===== src/hw/rtl/rv32i_pkg.sv =====
// shared types and constants for the rv32i step core
package rv32i_pkg;

   localparam int MemBytes = 65536;
   localparam int AddrW = $clog2(MemBytes);
   localparam int RowW = AddrW - 2;

   localparam logic [31:0] HaltWord = 32'h0FF0_0513;

   localparam logic [6:0] OpLui    = 7'h37;
   localparam logic [6:0] OpAuipc  = 7'h17;
   localparam logic [6:0] OpJal    = 7'h6F;
   localparam logic [6:0] OpJalr   = 7'h67;
   localparam logic [6:0] OpBranch = 7'h63;
   localparam logic [6:0] OpLoad   = 7'h03;
   localparam logic [6:0] OpStore  = 7'h23;
   localparam logic [6:0] OpImm    = 7'h13;
   localparam logic [6:0] OpReg    = 7'h33;
   localparam logic [6:0] F7Alt    = 7'h20;

   localparam logic ReqLoad = 1'b0;
   localparam logic ReqStep = 1'b1;

   typedef struct packed {
      logic start_load;  // write load word, capture result
      logic start_fetch; // read instruction row
      logic decode;      // instruction rows ready, fill instruction register
      logic execute;     // do alu, store, writeback
      logic out_take;    // result taken
   } rv32i_cmd_type;

   typedef struct packed {
      logic out_valid;
   } rv32i_sts_type;

endpackage


===== src/hw/rtl/rv32i_ctrl.sv =====
// sequencing state machine of the rv32i step core
module rv32i_ctrl
   import rv32i_pkg::*;
(
   input  logic          clock,
   input  logic          reset,
   input  logic          req_tvalid,
   output logic          req_tready,
   input  logic          req_op,
   input  logic          rsp_tready,
   input  rv32i_sts_type sts,
   output rv32i_cmd_type cmd
);

   typedef enum logic [5:0] {
      S_IDLE   = 6'b000001,
      S_FETCH  = 6'b000010,
      S_DECODE = 6'b000100,
      S_OPER   = 6'b001000,
      S_DATA   = 6'b010000,
      S_EXEC   = 6'b100000
   } state_type;

   state_type state_ff, state_in;
   logic acc;

   // a new item is taken in idle once the output register is free or being emptied
   assign req_tready = (state_ff == S_IDLE) && (!sts.out_valid || rsp_tready);
   assign acc = req_tvalid && req_tready;

   always_comb begin
      state_in = state_ff;
      cmd = '0;
      cmd.out_take = sts.out_valid && rsp_tready;
      unique case (state_ff)
         S_IDLE: if (acc) begin
            if (req_op == ReqLoad) cmd.start_load = 1'b1;
            else begin cmd.start_fetch = 1'b1; state_in = S_FETCH; end
         end
         // instruction rows were registered on acceptance; the instruction register fills here
         S_FETCH:  begin cmd.decode = 1'b1; state_in = S_DECODE; end
         S_DECODE: state_in = S_OPER;
         S_OPER:   state_in = S_DATA;
         S_DATA:   state_in = S_EXEC;
         S_EXEC: if (!sts.out_valid || rsp_tready) begin
            cmd.execute = 1'b1; state_in = S_IDLE;
         end
         default: state_in = S_IDLE;
      endcase
   end

   always_ff @(posedge clock) begin
      if (reset) state_ff <= S_IDLE;
      else state_ff <= state_in;
   end

   ap_exec_room: assert property (@(posedge clock) disable iff (reset)
      cmd.execute |-> (!sts.out_valid || rsp_tready)) else $error("result overwritten");
   ap_ready_idle: assert property (@(posedge clock) disable iff (reset)
      req_tready |-> state_ff == S_IDLE) else $error("ready while busy");
   ap_step_seq: assert property (@(posedge clock) disable iff (reset)
      cmd.start_fetch |=> state_ff == S_FETCH) else $error("fetch lost");

endmodule


===== config.mk =====
export PLATFORM = sky130hd
export DESIGN_NAME = rv32i_ctrl
export DESIGN_NICKNAME = d
export VERILOG_FILES = /design/src/hw/rtl/rv32i_pkg.sv /design/src/hw/rtl/rv32i_ctrl.sv
export SDC_FILE = /design/constraint.sdc
export NUM_CORES = 1
export LEC_CHECK = 0
export BUFFER_PORTS_ARGS = -buffer_cell sky130_fd_sc_hd__clkbuf_2
export CAP_MARGIN = 15
export CORE_AREA = 2 2 39 41
export DETAILED_ROUTE_END_ITERATION = 10
export DIE_AREA = 0 0 41 43
export PLACE_DENSITY = 0.45
export SYNTH_ARGS = -nofsm -noshare
export SYNTH_HDL_FRONTEND = slang
export SYNTH_SLANG_ARGS = --single-unit

===== constraint.sdc =====
create_clock -name clock -period 2.6 [get_ports clock]
set_input_delay 0.13 -clock clock [delete_from_list [all_inputs] [get_ports clock]]
set_output_delay 0.13 -clock clock [all_outputs]
set_load 0.01 [all_outputs]

# After elaboration in Yosys (flattened, before gate mapping)
# Cells that the tools add are included.
[totals]
reg_bits = 6
latch_bits = 0
ram_bits = 0
mem_bits_ro = 0
in_bits = 6
out_inout_bits = 6
elab_cells = 27
n_memories = 0
[classes]
addsub = 0
n_mul = 0
div = 0
order_cmp = 0
eq_ne = 9
shifts = 0
mux = 11
bitwise = 0
n_reduce_logical = 6
[op_table]
columns = ["cell", "count"]
rows = [
  ["$pmux 6 s6", 1],
  ["$mux 6", 3],
  ["$eq 6x1->1 const B", 1],
  ["$eq 6x2->1 const B", 1],
  ["$eq 6x3->1 const B", 1],
  ["$eq 6x4->1 const B", 1],
  ["$eq 6x5->1 const B", 1],
  ["$eq 6x6->1 const B", 1],
  ["$ne 2x2->1 const B", 3],
  ["$mux 1", 5],
  ["$mux 2", 2],
  ["$logic_and 1x1->1", 3],
  ["$reduce_and 3->1", 1],
  ["$logic_not 1->1", 1],
  ["$logic_or 1x1->1", 1],
]

# Logic depth before layout (Yosys ltp)
[logic_depth]
word_depth = 6
depth_mapped = 4
mapped_depth_nobuf = 4

# Worst setup path after synthesis
# No wires, ideal clock.
[synth_timing]
kind = "flip-flop to output port"
start = "reg state_ff[4]"
end = "out cmd[4] (netlist name)"
arrival_time_ns = 1.086
required_ns = 2.470
setup_slack_ns = 1.384
stages_incl_launch_ff = 5
n_path_buf = 0
cell_sequence = "dfxtp_1 -> nor2_2 -> nand4b_1 -> or2_4 -> nor3b_2"
[synth_rtl]
columns = ["item", "line_no", "text"]
rows = [
  ["start: declaration", "rv32i_ctrl.sv:24", "state_type state_ff, state_in;"],
  ["start signal: assignment", "rv32i_ctrl.sv:54", "else state_ff <= state_in;"],
  ["end: declaration", "rv32i_ctrl.sv:12", "output rv32i_cmd_type cmd"],
]

==> impl_metrics.toml <==
[die]
placeable_area_sq_mm = 0.00138
ios = 12
chipHeight_um = 43
floorplan.die_area_sq_mm = 0.00176
rows = 14
initial_util = 0.241
die-width_um = 41

[clock_network]
tritoncts.num_buffers = 3
clock_insertion_delay_worst_skew_ns = 0.25
clock-root-buffer = "sky130_fd_sc_hd__clkbuf_4"
cts.path.max_buffers = 2
hold_buffers_post_cts = 0
cts.sink_count = 6
clkTransAtPathRegs_ns = 0.05
clock_tree_from_tritoncts = "built"
cts_setup_buffers = 0
cts_resized = 0
htree_levels = 1

[worst_hold_path]
min_path_cells = 2
hold_class = "input pin to register"

[setup_path]
critical_path_peak_fanout = 4
crit_cells = 5
required_time_reported_for_the_critical_path_endpoint_ns = 2.47
worst_r2r_path_depth = 3
cp_top_family = "simple AND/OR/NAND/NOR gates"
critPathLaunchType = "register"
worst_ep_arrival_time_ns = 1.52
slowest_cell_on_the_critical_path = "sky130_fd_sc_hd__dfxtp_1"
endpoint_kind_of_the_worst_setup_timing_path = "primary output"
max_stage_delay_ns = 0.35
path_cells = "nor2_2 > nand4b_1 > or2_4 > nor3b_2 > clkbuf_2"
critical_path.n_buffers_inverters = 1
worst-setup-path-type = "register to primary output"

[sta]
timing.fmax_mhz = 606
final.setup_skew_ns = 0.00301
min_period_over_period = 0.635
final.hold.worst_slack_ns = 0.140
setup-tns-final_ns = 0
max_slew_margin = 0.711
setup_slack_ns = 0.950
fin_crit_ns = 1.65
tightestPinTransition_ns = 0.428
setup_viol_count_final = 0
rsz0062_at_grt = "no"
timing_max_transition_violations_final = 0
timing_hold_violations_final = 0

[placed_design]
setup_slack_at_placement_ns = 1.22
detailed_place_hpwl_um = 558
number_of_i_o_port_buffers = 11
place.detailed.instances = 64
globalplace.congestion = 0.759

[synthesis]
synth_edf_count = 0
post_synth_fa_ha_maj_area_fraction = 0
main_combinational_cell_family_by_area_after_synthesis = "simple AND/OR/NAND/NOR gates"
post_synth_inst_count = 37
post_synth_xor_area_fraction = 0.0262
synth_compound_area_frac = 0.0674
ys.warnings.count = 0
yosys.area.top_type_share = 0.360
mappedNetlistNets = 43
synth_area_sq_um = 334
seq_area_frac_synth = 0.360
synth.ff_latch_count = 6
synthTopCellsByCount = "6 x sky130_fd_sc_hd__dfxtp_1, 4 x sky130_fd_sc_hd__nor2_1, 3 x sky130_fd_sc_hd__nor4b_1"
postSynth.asyncResetShare = 0
synth_cell_types = 23
yosys.area_share.simple = 0.506
synth.area.mux_share = 0.0300
syn_area_per_cell_sq_um = 9.03
synthTopCellsByArea = "sky130_fd_sc_hd__dfxtp_1 36%, sky130_fd_sc_hd__nor4b_1 7.9%, sky130_fd_sc_hd__nand3b_1 4.5%"
synth_ff_type = "sky130_fd_sc_hd__dfxtp_1"
synthDominantAreaCellType = "sky130_fd_sc_hd__dfxtp_1"
yosys.cell_count.top_type = "sky130_fd_sc_hd__dfxtp_1"

[power]
cellLeakagePower_nw = 0.186
powerDensity_mw_per_mm2 = 514
p_total_mw = 0.222
ir_drop_v = 0.000187

[final_layout]
largest_register = "state_ff"
diodes = 0
layoutNonFillerInstCount = 67
largest_register_ff_count = 6
n_fill_cell = 142
reg.largest.list = "state_ff: 6 flops"
syn2layout_area_growth_pct = 29.2
nets = 59
layout-drive-gt1-share = 0.412

[global_route]
grt_pass1_wl_mm = 1.16
grt_pass1_vias = 308
antenna_found_initial = 0
grt_start_max_net_pins = 7
grt_util_all_layers = 0.103
globalRoute.totalOverflow = 0

[detailed_routing]
top_layer = "met4"
detail_route.vias_per_cell = 4.73
vias = 317
wire_length_on_met2_um = 358
wl_met1_um = 335
drt_first_iter_violations = 11
finalWirelength_um = 734
first_pass_iters = 4
post_drt_wl_per_cell_um = 11.0
route.met3.wl_um = 32
postRouteAntennaNets = 0
drc_violations_left = 0

[run_status]
status = "finished clean"

[job]
drv.max_cap_violation_count = 0
## per-stage QoR
stage	instance area, sq um	util
2_1_floorplan	334	-
3_3_place_gp	409	0.296
3_5_place_dp	409	0.296
4_1_cts	432	0.312
5_1_grt	432	0.312
6_report	432	0.312
## power breakdown
group | internal (mW) | leakage [nW] | switching (mW) | total [mW]
Clock | 0.0524 | 0.0138 | 0.0363 | 0.0887
Sequential | 0.0945 | 0.0486 | 0.00303 | 0.0975
Combinational | 0.0175 | 0.124 | 0.0183 | 0.0358
Total | 0.164 | 0.186 | 0.0576 | 0.222
## cell type report
cell class,count,area [sq um],share of cell area
clock buffer,3,22.5,0.0522
inverter,1,3.75,0.00870
multi-input combinational,30,210,0.487
sequential,6,120,0.278
tap,16,20.0,0.0464
timing repair buffer,11,55.1,0.128
## cell families (layout without fill, tap and decap cells)
group,Yosys count,in the layout
AND/OR/NAND/NOR,25,25
flip-flops,6,6
AO/OA/AOI/OAI,3,3
XOR/XNOR,1,1
multiplexers,1,1
buffers and inverters,1,15
## path summary, 6_finish.rpt
check                   start           to  slack, ns
hold reg to reg   state_ff[5]  state_ff[3]       0.52
setup reg to reg  state_ff[3]  state_ff[0]       1.38
setup / recovery  state_ff[4]       cmd[4]       0.95
hold / removal          reset  state_ff[1]       0.14
## routing by layer
metal / vias to the layer above / global-route usage
met5: - / 0
met4: 0 / 0.0800
met3: 2 / 0.0314
met2: 7 / 0.147
met1: 145 / 0.119
li1: 163 / -
## cell usage in the layout (no fill, tap or decap), types with 2 or more instances in the layout
cell | Yosys | layout
sky130_fd_sc_hd__nor2b_1 | 2 | 2
sky130_fd_sc_hd__nor2_2 | 2 | 2
sky130_fd_sc_hd__nand2_1 | 2 | 2
sky130_fd_sc_hd__nor2_1 | 4 | 4
sky130_fd_sc_hd__clkbuf_4 | 0 | 3
sky130_fd_sc_hd__nor4b_1 | 3 | 3
sky130_fd_sc_hd__clkbuf_2 | 0 | 11
sky130_fd_sc_hd__nand3b_1 | 2 | 2
sky130_fd_sc_hd__dfxtp_1 | 6 | 6
Note: power is estimated with default switching activity, not from simulation.
